$ cat config.mk
export PLATFORM = sky130hd
export DESIGN_NAME = sorted_sparse_vector_set_top_flat
export DESIGN_NICKNAME = d
export VERILOG_FILES = /design/src/rtl/ssvs_pkg.sv /design/src/rtl/ssvs_req_if.sv /design/src/rtl/ssvs_rsp_if.sv /design/src/rtl/ssvs_front.sv /design/src/rtl/ssvs_queue.sv /design/src/rtl/ssvs_back.sv /design/src/rtl/sorted_sparse_vector_set_top.sv /design/src/flat_wrapper.sv
export SDC_FILE = /design/constraint.sdc
export NUM_CORES = 2
export LEC_CHECK = 0
export BUFFER_PORTS_ARGS = -buffer_cell sky130_fd_sc_hd__buf_2
export CORE_UTILIZATION = 60
export DETAILED_ROUTE_END_ITERATION = 7
export GPL_ROUTABILITY_DRIVEN = 1
export PLACE_DENSITY = 0.85
export SYNTH_ARGS = -nofsm -noshare
export SYNTH_HDL_FRONTEND = slang
export SYNTH_HIERARCHICAL = 1
export SYNTH_SLANG_ARGS = --single-unit
$ cat constraint.sdc
create_clock -name clock -period 16.3 [get_ports clock]
set_input_delay 4.075 -clock clock [delete_from_list [all_inputs] [get_ports clock]]
set_output_delay 4.075 -clock clock [all_outputs]
set_load 0.03 [all_outputs]
$ cat src/rtl/ssvs_pkg.sv
// Package with the shared constants, codes and types of the sorted sparse vector set.
`timescale 1ns / 1ps

package ssvs_pkg;

   localparam int CAPACITY        = 64;
   localparam int VALUE_WIDTH     = 32;
   localparam int COLUMN_WIDTH    = 16;
   localparam int LENGTH_WIDTH    = 17;
   localparam int COUNT_WIDTH     = $clog2(CAPACITY + 1);
   localparam int STATUS_WIDTH    = 2;

   localparam logic [LENGTH_WIDTH-1:0] LENGTH_RESET = LENGTH_WIDTH'(65536);

   localparam int QUEUE_DEPTH     = 4;
   localparam int QUEUE_PTR_WIDTH = $clog2(QUEUE_DEPTH);
   localparam int QUEUE_CNT_WIDTH = $clog2(QUEUE_DEPTH + 1);

   typedef logic [STATUS_WIDTH-1:0] status_type;

   localparam status_type STATUS_OK    = 2'd0;
   localparam status_type STATUS_RANGE = 2'd1;
   localparam status_type STATUS_FULL  = 2'd2;

   // One classified request as it travels from the front end to the cell row.
   typedef struct packed {
      logic [COLUMN_WIDTH-1:0]       column;
      logic signed [VALUE_WIDTH-1:0] entry_value;
      logic                          out_of_range;
   } item_type;

endpackage

$ cat src/rtl/ssvs_req_if.sv
// Request channel interface: column and value with a valid/ready handshake.
`timescale 1ns / 1ps

interface ssvs_req_if;
   logic                                   valid;
   logic                                   ready;
   logic [ssvs_pkg::COLUMN_WIDTH-1:0]      column;
   logic signed [ssvs_pkg::VALUE_WIDTH-1:0] entry_value;

   modport source (output valid, output column, output entry_value, input ready);
   modport sink   (input valid, input column, input entry_value, output ready);
endinterface

$ cat src/rtl/ssvs_rsp_if.sv
// Response channel interface: status and stored entry count with a valid/ready handshake.
`timescale 1ns / 1ps

interface ssvs_rsp_if;
   logic                             valid;
   logic                             ready;
   logic [ssvs_pkg::STATUS_WIDTH-1:0] status;
   logic [ssvs_pkg::COUNT_WIDTH-1:0]  nonzero_count;

   modport source (output valid, output status, output nonzero_count, input ready);
   modport sink   (input valid, input status, input nonzero_count, output ready);
endinterface

$ cat src/rtl/ssvs_front.sv
// Front end: holds the vector length register and classifies each incoming request.
`timescale 1ns / 1ps

module ssvs_front (
   input  logic                              clock,
   input  logic                              reset,
   input  logic                              csr_write_enable,
   input  logic [ssvs_pkg::LENGTH_WIDTH-1:0] csr_write_data,
   ssvs_req_if.sink                          req_bus,
   input  logic                              queue_full,
   output logic                              push,
   output ssvs_pkg::item_type                push_item
);

   logic [ssvs_pkg::LENGTH_WIDTH-1:0] length_ff;
   logic [ssvs_pkg::LENGTH_WIDTH-1:0] length_in;

   always_comb begin
      length_in = csr_write_enable ? csr_write_data : length_ff;
   end

   always_ff @(posedge clock) begin
      if (reset) begin
         length_ff <= ssvs_pkg::LENGTH_RESET;
      end else begin
         length_ff <= length_in;
      end
   end

   assign req_bus.ready = !queue_full;
   assign push          = req_bus.valid && !queue_full;

   always_comb begin
      push_item.column       = req_bus.column;
      push_item.entry_value  = req_bus.entry_value;
      // The range check happens here; the cell row applies no update for a request flagged out of range.
      push_item.out_of_range = {1'b0, req_bus.column} >= length_ff;
   end

endmodule

$ cat src/rtl/ssvs_queue.sv
// Small first-in first-out queue of classified requests between front end and cell row.
`timescale 1ns / 1ps

module ssvs_queue (
   input  logic               clock,
   input  logic               reset,
   input  logic               push,
   input  ssvs_pkg::item_type push_item,
   input  logic               pop,
   output logic               full,
   output logic               not_empty,
   output ssvs_pkg::item_type head_item
);

   ssvs_pkg::item_type entry_ff [ssvs_pkg::QUEUE_DEPTH];

   logic [ssvs_pkg::QUEUE_PTR_WIDTH-1:0] wr_ptr_ff, wr_ptr_in;
   logic [ssvs_pkg::QUEUE_PTR_WIDTH-1:0] rd_ptr_ff, rd_ptr_in;
   logic [ssvs_pkg::QUEUE_CNT_WIDTH-1:0] fill_ff, fill_in;

   assign full      = fill_ff == ssvs_pkg::QUEUE_CNT_WIDTH'(ssvs_pkg::QUEUE_DEPTH);
   assign not_empty = fill_ff != '0;
   assign head_item = entry_ff[rd_ptr_ff];

   always_comb begin
      wr_ptr_in = push ? wr_ptr_ff + 1'b1 : wr_ptr_ff;
      rd_ptr_in = pop  ? rd_ptr_ff + 1'b1 : rd_ptr_ff;
      fill_in   = fill_ff;
      if (push && !pop) begin
         fill_in = fill_ff + 1'b1;
      end else if (pop && !push) begin
         fill_in = fill_ff - 1'b1;
      end
   end

   always_ff @(posedge clock) begin
      if (reset) begin
         wr_ptr_ff <= '0;
         rd_ptr_ff <= '0;
         fill_ff   <= '0;
      end else begin
         wr_ptr_ff <= wr_ptr_in;
         rd_ptr_ff <= rd_ptr_in;
         fill_ff   <= fill_in;
      end
   end

   always_ff @(posedge clock) begin
      if (push) begin
         entry_ff[wr_ptr_ff] <= push_item;
      end
   end

endmodule

$ cat src/rtl/ssvs_back.sv
// Back end: a row of compare-and-shift cells holding the sorted pairs, plus the response register.
`timescale 1ns / 1ps

module ssvs_back (
   input  logic               clock,
   input  logic               reset,
   input  logic               head_valid,
   input  ssvs_pkg::item_type head_item,
   output logic               pop,
   ssvs_rsp_if.source         rsp_bus
);

   localparam int Cap = ssvs_pkg::CAPACITY;

   logic [ssvs_pkg::COLUMN_WIDTH-1:0]       col_ff [Cap];
   logic [ssvs_pkg::COLUMN_WIDTH-1:0]       col_in [Cap];
   logic signed [ssvs_pkg::VALUE_WIDTH-1:0] val_ff [Cap];
   logic signed [ssvs_pkg::VALUE_WIDTH-1:0] val_in [Cap];

   logic [ssvs_pkg::COUNT_WIDTH-1:0] count_ff, count_in;

   logic [Cap-1:0] below;   // cell holds a pair whose column is below the request
   logic [Cap-1:0] match;   // cell holds the requested column

   logic found, is_zero, is_full;
   logic do_write, do_delete, do_insert;

   logic                             rsp_valid_ff, rsp_valid_in;
   ssvs_pkg::status_type             rsp_status_ff, rsp_status_in;
   logic [ssvs_pkg::COUNT_WIDTH-1:0] rsp_count_ff;

   assign pop = head_valid && (!rsp_valid_ff || rsp_bus.ready);

   assign found   = |match;
   assign is_zero = head_item.entry_value == '0;
   assign is_full = count_ff == ssvs_pkg::COUNT_WIDTH'(Cap);

   assign do_write  = pop && !head_item.out_of_range && found && !is_zero;
   assign do_delete = pop && !head_item.out_of_range && found && is_zero;
   assign do_insert = pop && !head_item.out_of_range && !found && !is_zero && !is_full;

   for (genvar i = 0; i < Cap; i++) begin : g_cell
      localparam logic [ssvs_pkg::COUNT_WIDTH-1:0] CellIndex = ssvs_pkg::COUNT_WIDTH'(i);

      logic occupied;
      logic prev_below;

      assign occupied = CellIndex < count_ff;
      assign below[i] = occupied && (col_ff[i] < head_item.column);
      assign match[i] = occupied && (col_ff[i] == head_item.column);

      if (i == 0) begin : g_first
         assign prev_below = 1'b1;
      end else begin : g_rest
         assign prev_below = below[i-1];
      end

      always_comb begin
         col_in[i] = col_ff[i];
         val_in[i] = val_ff[i];
         if (do_write && match[i]) begin
            val_in[i] = head_item.entry_value;
         end else if (do_insert && !below[i]) begin
            if (prev_below) begin
               col_in[i] = head_item.column;
               val_in[i] = head_item.entry_value;
            end else begin
               col_in[i] = col_ff[(i > 0) ? i - 1 : 0];
               val_in[i] = val_ff[(i > 0) ? i - 1 : 0];
            end
         end else if (do_delete && !below[i]) begin
            col_in[i] = col_ff[(i < Cap - 1) ? i + 1 : i];
            val_in[i] = val_ff[(i < Cap - 1) ? i + 1 : i];
         end
      end

      always_ff @(posedge clock) begin
         col_ff[i] <= col_in[i];
         val_ff[i] <= val_in[i];
      end
   end

   always_comb begin
      count_in = count_ff;
      if (do_insert) begin
         count_in = count_ff + 1'b1;
      end else if (do_delete) begin
         count_in = count_ff - 1'b1;
      end
   end

   always_comb begin
      priority if (head_item.out_of_range) begin
         rsp_status_in = ssvs_pkg::STATUS_RANGE;
      end else if (!found && !is_zero && is_full) begin
         rsp_status_in = ssvs_pkg::STATUS_FULL;
      end else begin
         rsp_status_in = ssvs_pkg::STATUS_OK;
      end
   end

   always_comb begin
      rsp_valid_in = rsp_valid_ff;
      if (pop) begin
         rsp_valid_in = 1'b1;
      end else if (rsp_bus.ready) begin
         rsp_valid_in = 1'b0;
      end
   end

   always_ff @(posedge clock) begin
      if (reset) begin
         count_ff     <= '0;
         rsp_valid_ff <= 1'b0;
      end else begin
         count_ff     <= count_in;
         rsp_valid_ff <= rsp_valid_in;
      end
   end

   always_ff @(posedge clock) begin
      if (pop) begin
         rsp_status_ff <= rsp_status_in;
         rsp_count_ff  <= count_in;
      end
   end

   assign rsp_bus.valid         = rsp_valid_ff;
   assign rsp_bus.status        = rsp_status_ff;
   assign rsp_bus.nonzero_count = rsp_count_ff;

endmodule

$ cat src/rtl/sorted_sparse_vector_set_top.sv
// Top level of the sorted sparse vector set: front end, request queue and cell row.
`timescale 1ns / 1ps

// The block keeps a sparse vector as up to 64 (column, value) pairs sorted by column.
// Each request on req_bus sets one column to a value: a zero value removes the pair,
// a nonzero value overwrites it or inserts a new pair in sorted position. Every request
// yields exactly one response on rsp_bus with a status (success, column out of range,
// or store full) and the number of stored pairs after the update.
// The csr port writes the vector length; a column at or beyond it is refused. Write it
// only while no request is in flight.
// A request accepted on req_bus is classified and queued; the cell row takes it from
// the queue head once the response register is free and registers its response.
// The cell row compares and shifts all pairs in parallel, so it finishes one request per
// cycle and the block sustains one request per cycle while rsp_bus.ready stays high.
// When the receiver holds rsp_bus.ready low, the response register holds its value and
// the four-entry queue absorbs further requests; req_bus.ready falls when it is full.
// Synchronous reset empties the store, clears the queue and any pending response, and
// sets the vector length to 65536 so that every 16-bit column is in range.

module sorted_sparse_vector_set_top (
   input  logic                              clock,
   input  logic                              reset,
   input  logic                              csr_write_enable,
   input  logic [ssvs_pkg::LENGTH_WIDTH-1:0] csr_write_data,
   ssvs_req_if.sink                          req_bus,
   ssvs_rsp_if.source                        rsp_bus
);

   logic               push;
   logic               pop;
   logic               queue_full;
   logic               queue_not_empty;
   ssvs_pkg::item_type push_item;
   ssvs_pkg::item_type head_item;

   ssvs_front u_front (
      .clock            (clock),
      .reset            (reset),
      .csr_write_enable (csr_write_enable),
      .csr_write_data   (csr_write_data),
      .req_bus          (req_bus),
      .queue_full       (queue_full),
      .push             (push),
      .push_item        (push_item)
   );

   ssvs_queue u_queue (
      .clock     (clock),
      .reset     (reset),
      .push      (push),
      .push_item (push_item),
      .pop       (pop),
      .full      (queue_full),
      .not_empty (queue_not_empty),
      .head_item (head_item)
   );

   ssvs_back u_back (
      .clock      (clock),
      .reset      (reset),
      .head_valid (queue_not_empty),
      .head_item  (head_item),
      .pop        (pop),
      .rsp_bus    (rsp_bus)
   );

endmodule

$ cat src/flat_wrapper.sv
// flat-port wrapper written by rule: the top's interface ports become plain ports
module sorted_sparse_vector_set_top_flat 
  (clock, reset, csr_write_enable, csr_write_data, req_bus_valid, req_bus_column, req_bus_entry_value, req_bus_ready, rsp_bus_valid, rsp_bus_status, rsp_bus_nonzero_count, rsp_bus_ready);
  ssvs_req_if req_bus_i ();
  ssvs_rsp_if rsp_bus_i ();
  input  logic clock;
  input  logic reset;
  input  logic csr_write_enable;
  input  logic [ssvs_pkg::LENGTH_WIDTH-1:0] csr_write_data;
  input wire logic [$bits(req_bus_i.valid)-1:0] req_bus_valid;
  input wire logic [$bits(req_bus_i.column)-1:0] req_bus_column;
  input wire logic [$bits(req_bus_i.entry_value)-1:0] req_bus_entry_value;
  output wire logic [$bits(req_bus_i.ready)-1:0] req_bus_ready;
  output wire logic [$bits(rsp_bus_i.valid)-1:0] rsp_bus_valid;
  output wire logic [$bits(rsp_bus_i.status)-1:0] rsp_bus_status;
  output wire logic [$bits(rsp_bus_i.nonzero_count)-1:0] rsp_bus_nonzero_count;
  input wire logic [$bits(rsp_bus_i.ready)-1:0] rsp_bus_ready;
  assign req_bus_i.valid = req_bus_valid;
  assign req_bus_i.column = req_bus_column;
  assign req_bus_i.entry_value = req_bus_entry_value;
  assign req_bus_ready = req_bus_i.ready;
  assign rsp_bus_valid = rsp_bus_i.valid;
  assign rsp_bus_status = rsp_bus_i.status;
  assign rsp_bus_nonzero_count = rsp_bus_i.nonzero_count;
  assign rsp_bus_i.ready = rsp_bus_ready;
  sorted_sparse_vector_set_top u_core (.clock(clock), .reset(reset), .csr_write_enable(csr_write_enable), .csr_write_data(csr_write_data), .req_bus(req_bus_i), .rsp_bus(rsp_bus_i));
endmodule
# Yosys cells after proc, flatten, opt, wreduce, memory -nomap -nowiden
# Memory sizes are Yosys's and may differ from the RTL's. A register that Yosys moved wholly into a read port is not among the register bits.
# Cells that the tools add are included.
# Widths: inputs -> output; s select.
[totals]
latch_bits = 0
elab_cells = 886
reg_bits = 41
input_bits = 70
ram_bits = 1220
output_inout_bits = 11
romBits = 0
memories = 2
[classes]
n_addsub = 6
shifts = 0
bitwise = 0
muxes = 265
n_reduce_logical = 410
mul = 0
div_mod_pow = 0
order_cmp = 129
eq_ne = 66
[memory_table]
columns = ["name", "words", "width", "read_ports", "rd_clocked_by_memory_dff", "wr", "line_no", "source"]
rows = [
  ["u_core.u_back.col_ff", 64, 16, 64, 0, 64, "ssvs_back.sv:15", "logic [ssvs_pkg::COLUMN_WIDTH-1:0] col_ff [Cap];"],
  ["u_core.u_queue.entry_ff", 4, 49, 1, 1, 1, "ssvs_queue.sv:15", "ssvs_pkg::item_type entry_ff [ssvs_pkg::QUEUE_DEPTH];"],
]
[op_table]
columns = ["op", "n"]
rows = [
  ["$mux 16", 254],
  ["$eq 16x16->1", 64],
  ["$lt 16x16->1", 64],
  ["$logic_and 1x1->1", 332],
  ["$lt 6x7->1 const A", 32],
  ["$lt 5x7->1 const A", 16],
  ["$logic_not 1->1", 72],
  ["$reduce_or 64->1", 1],
  ["$lt 4x7->1 const A", 8],
  ["$logic_not 32->1", 1],
  ["$lt 3x7->1 const A", 4],
  ["$ge 16x17->1", 1],
  ["$lt 1x7->1 const A", 2],
  ["$lt 2x7->1 const A", 2],
  ["$mux 7", 2],
  ["$add 7x1->7 const B", 1],
  ["$eq 7x7->1 const B", 1],
  ["$sub 7x1->7 const B", 1],
  ["$mux 2", 3],
  ["$mux 3", 2],
  ["$add 2x1->2 const B", 2],
  ["$mux 1", 4],
  ["$reduce_bool 2->1", 2],
  ["$add 3x1->3 const B", 1],
  ["4 further kinds", 4],
]

# Longest topological paths before layout
# An unclocked memory read counts as a cell.
[depth]
depth_word = 11
mapped_depth = 23
mapped_depth_nobuf = 12

# Cells and area by module
# Netlist, hierarchy kept.
[modules_own_cells]
columns = ["mod", "cells_per_inst", "instances", "area_per_inst_um2"]
rows = [
  ["ssvs_back", 7184, 1, 79767.8],
  ["ssvs_queue", 300, 1, 7522.2],
  ["ssvs_front", 160, 1, 1366.3],
]

# Worst setup path after synthesis
# Ideal clock, no wire load.
[synth_path]
path_kind = "in2reg"
from = "in rsp_bus_ready"
to = "mem u_core/u_back/col_ff[1][496] (netlist name), enable pin"
arrival_ns = 6.938
path_slack_ns = 8.948
n_path_buf = 5
stages = 10
cell_sequence = "nand2b_1 -> and2_1 -> nand2_1 -> nor3_4 -> buf_4 -> buf_6 -> buf_8 -> buf_4 -> buf_4 -> a21boi_0"
[synth_rtl]
columns = ["element", "line_no", "source"]
rows = [
  ["from (decl)", "flat_wrapper.sv:17", "input wire logic [$bits(rsp_bus_i.ready)-1:0] rsp_bus_ready;"],
  ["to (decl)", "ssvs_back.sv:15", ""],
]

==> impl_metrics.yaml <==
run_status:
  run_status: "completed"
die:
  die_area_um2: 149000
  rows: 140
  core_region_area_um2: 146000
  die_h_um: 386
  ios: 81
  start_util_pct: 60.7
  die_w_um: 386
timing:
  report.final.slew_viol_count: 0
  hold_violations: 0
  rsz0062_at_grt: "false"
  worst_pin_slew_ps: 1410
  post-route-period-util_pct: 59.2
  fmax_mhz: 104
  setup_viol: 0
  maxSlewHeadroom_pct: 5.13
  fin_crit_ps: 9660
  clock_skew_ps: 77.7
  setup_tns_ps: 0
pwr:
  p_clk_share_pct: 16.7
  vdd_drop_max_mv: 0.175
  combPwrFrac_pct: 50.6
  sw_frac_of_total_pct: 44.3
  static-leakage-power_nw: 36.1
  power_switching_w: 0.00856
  p_seq_share_pct: 32.7
  p_int_w: 0.0108
  powerDensity_nw_per_um2: 204
logic_synthesis:
  ys_seq_elements: 1263
  syn_nets: 8763
  synthArstFlopShare_pct: 0
  synth_edf_count: 1229
  yosysSeqAreaShare_pct: 42.4
  ys.flop_type: "edfxtp_1"
  synth.area.top_cells: "edfxtp_1 42%, ha_1 15%, mux2_2 10%, mux2i_1 7.2%, a21oi_1 5.9%"
  syn_area_um2: 88700
  synth-compound-area-share_pct: 13.4
  ys_types: 85
  synth_top_area_share_pct: 41.6
  muxShareOfSynthArea_pct: 19.1
  synth_top_family_by_area: "multiplexers"
  synth_xor_xnor_area_share_pct: 0.109
  synth_adder_area_share_pct: 14.8
  yosys.area.top_type: "edfxtp_1"
  ys.warnings.count: 6
  yosys.area_share.simple_pct: 6.22
  syn_avg_cell_area_um2: 11.6
  syn_inst: 7644
placement:
  dpl.hpwl_um: 187000
  placed_area_um2: 90300
  gp_congestion: 0.988
  port_buffers: 80
clock_tree:
  htreeDepth: 4
  cts_root_buffer: "clkbuf_16"
  cts.path.max_buffers: 3
  cts_made_buffers: 144
  path_clk_slew_ps: 60
  postCtsSetupRepairBufs: 0
  clock_latency_ps: 840
  cts-resized-gates: 0
  cts_tree: "yes"
  cts.sinks: 1263
  ctsHoldBuffers: 0
grt:
  grt_start_max_net_pins: 221
  grtUsageTotal_pct: 36.6
  grt_use_met1_pct: 48.3
  grt_pass1_vias: 67100
  antenna_found_initial: 9
  grt_pass1_wl_um: 414000
  met3_usage_pct: 9.92
  top_usage_layer: "met2"
  met2_usage_pct: 53.9
  overflow: 0
worst_setup_path:
  worst-setup-path-type: "flop to flop"
  worst_setup_path_end_kind: "flop"
  critical_path_required_ps: 16890
  cp_cell_sequence: "mux4_4 > inv_4 > buf_4 > buf_4 > ha_1 > nand4_1 > a211oi_1 > a22oi_1 > nand4_1 > nor4_1 > nand4_2 > nor3_4 > buf_12 > buf_12 > buf_4 > and2_1 > mux2_2"
  reg2reg_to: "u_core/u_back/col_ff[1][290]"
  startpoint_type: "flop"
  cp_slowest_cell: "mux4_4"
  reg2reg_slack_ps: 6640
  cp_common_cell: "buf_4"
  crit_arrival_ps: 10240
  critPathMaxStageDelay_ps: 1070
  cp-endpoint: "u_core/u_back/col_ff[1][290]"
  reg2reg_depth: 17
  worst-path-max-fanout: 220
run:
  maxCapViolCount: 0
detailed_routing:
  wirelength_um: 278000
  ant_nets: 0
  drt_iter0_drc: 9265
  route.detailed.drc: 0
  first_pass_iters: 8
  vias_per_cell: 7.20
  wl_per_cell_um: 29.2
  vias: 68400
finish:
  drive_gt1_share_pct: 18.5
  final_area_um2: 94900
  fin_nets: 8577
  synthToLayoutAreaGrowth_pct: 7.08
worst_hold_path:
  hold_path.class: "flop to flop"
==> worst max-delay path, delay by kind of cell, from the launching register on <==
| family | cells | cell delay [ps] |
|---|---|---|
| fa+ha+maj | 1 | 340 |
| buf+inv | 6 | 3570 |
| compound gates | 2 | 650 |
| flops | 1 | 990 |
| mux | 2 | 1480 |
| simple gates | 6 | 2240 |
==> synthesized netlist by cell type (all sizes together), types with 5 or more instances <==
library cell,count
a31oi,346
mux2i,636
or3,7
buf,253
mux4,49
a21o,131
nand3,78
a211oi,37
mux2,832
o21bai,7
and3,12
nand2b,51
nor4,24
dfxtp,34
nand4,212
nor2b,158
o21ai,212
a2111oi,10
nand2,157
inv,131
a21oi,1053
o211ai,25
a21boi,22
a32oi,8
clkbuf,340
ha,1048
and2,25
o2111ai,11
nor3,71
xnor2,8
a22oi,6
or4b,5
o31ai,6
and4,10
a211o,7
edfxtp,1229
o21a,135
nor2,207
or2,6
==> final cells by class <==
| class | count | area (µm²) |
|---|---|---|
| Clock inverter | 75 | 878 |
| Clock buffer | 181 | 3750 |
| Inverter | 131 | 529 |
| Multi-Input combinational cell | 5657 | 48000 |
| Sequential cell | 1263 | 37600 |
| Antenna cell | 6 | 15.0 |
| Fill cell | 10900 | 51200 |
| Tap cell | 1917 | 2400 |
| Timing Repair Buffer | 261 | 1810 |
==> metrics by stage <==
step	total power, W	utilization [%]	hold slack (ps)	worst slack, ps	instances
4_1_cts	0.0190	65.0	498	6930	9485
6_report	0.0193	65.0	497	6640	9491
2_1_floorplan	0.0126	-	460	8950	7644
3_5_place_dp	0.0157	61.8	483	6950	9229
3_3_place_gp	0.0152	61.8	474	7100	9229
5_1_grt	0.0203	65.0	528	6330	9485
==> kinds of logic (layout without fill, tap and decap cells) <==
family / count (synthesis) / in the layout
other: 0 / 6
and+or+nand+nor: 1035 / 1035
muxes: 1517 / 1517
DFF: 1263 / 1263
buffers and inverters: 724 / 648
xor gates and xnor gates: 11 / 11
adders and majority gates: 1049 / 1049
AOI/OAI and AO/OA: 2045 / 2045
==> registers in the layout, indices dropped and copies added, names as in the netlist, named ones only <==
name	count
u_core/u_back/col_ff	1024
u_core/u_queue/entry_ff	196
u_core/u_front/length_ff	17
u_core/u_back/count_ff	7
u_core/u_back/rsp_bus.nonzero_count	7
u_core/u_queue/fill_ff	3
u_core/u_back/rsp_bus.status	2
u_core/u_queue/rd_ptr_ff	2
u_core/u_queue/wr_ptr_ff	2
u_core/u_back/rsp_bus.valid	1
==> layer usage <==
metal | routed length [µm] | part of all wire, %
met5 | 151 | 0.054
met4 | 18400 | 6.6
met1 | 105000 | 38
met3 | 35900 | 13
met2 | 119000 | 43
==> power by group through the flow <==
stage               Combinational [W]  Sequential (W)  Clock [W]
floorplan                     0.00683         0.00578          0
global placement              0.00887         0.00630          0
detailed placement            0.00938         0.00632          0
CTS                           0.00948         0.00627    0.00324
global route                   0.0106         0.00637    0.00336
finish                        0.00979         0.00633    0.00322
==> layout by cell type, fill, tap and decap left out, types with 27 or more instances in the layout <==
cell type and count:
dfxtp_1 29, clkbuf_1 36, nor3_1 68, a21o_1 131, a21oi_1 1050, a31oi_1 344
mux4_2 33, edfxtp_1 1229, buf_2 80, inv_1 116, mux2i_1 636, nor2_1 202
clkbuf_16 144, nand2b_1 51, nand2_1 156, nand3_1 78, mux2_4 27, o21ai_0 194
ha_1 1048, mux2_2 785, buf_4 177, a211oi_1 34, nand4_1 211, nor2b_1 154
o21a_1 135, clkinv_1 34
==> how the worst min path moves through the flow <==
stage	slack, ps	start	depth (start not counted)	endpoint
4_1_cts	500	u_core/u_front/length_ff[12]	2	u_core/u_front/length_ff[12]
2_1_floorplan	460	u_core/u_front/length_ff[10]	2	u_core/u_front/length_ff[10]
6_report	500	u_core/u_back/rsp_bus.valid	2	u_core/u_back/rsp_bus.valid
5_1_grt	530	u_core/u_front/length_ff[7]	2	u_core/u_front/length_ff[7]
3_3_place_gp	470	u_core/u_back/rsp_bus.valid	2	u_core/u_back/rsp_bus.valid
3_5_place_dp	480	u_core/u_front/length_ff[12]	2	u_core/u_front/length_ff[12]
(Power assumes the default switching activity.)
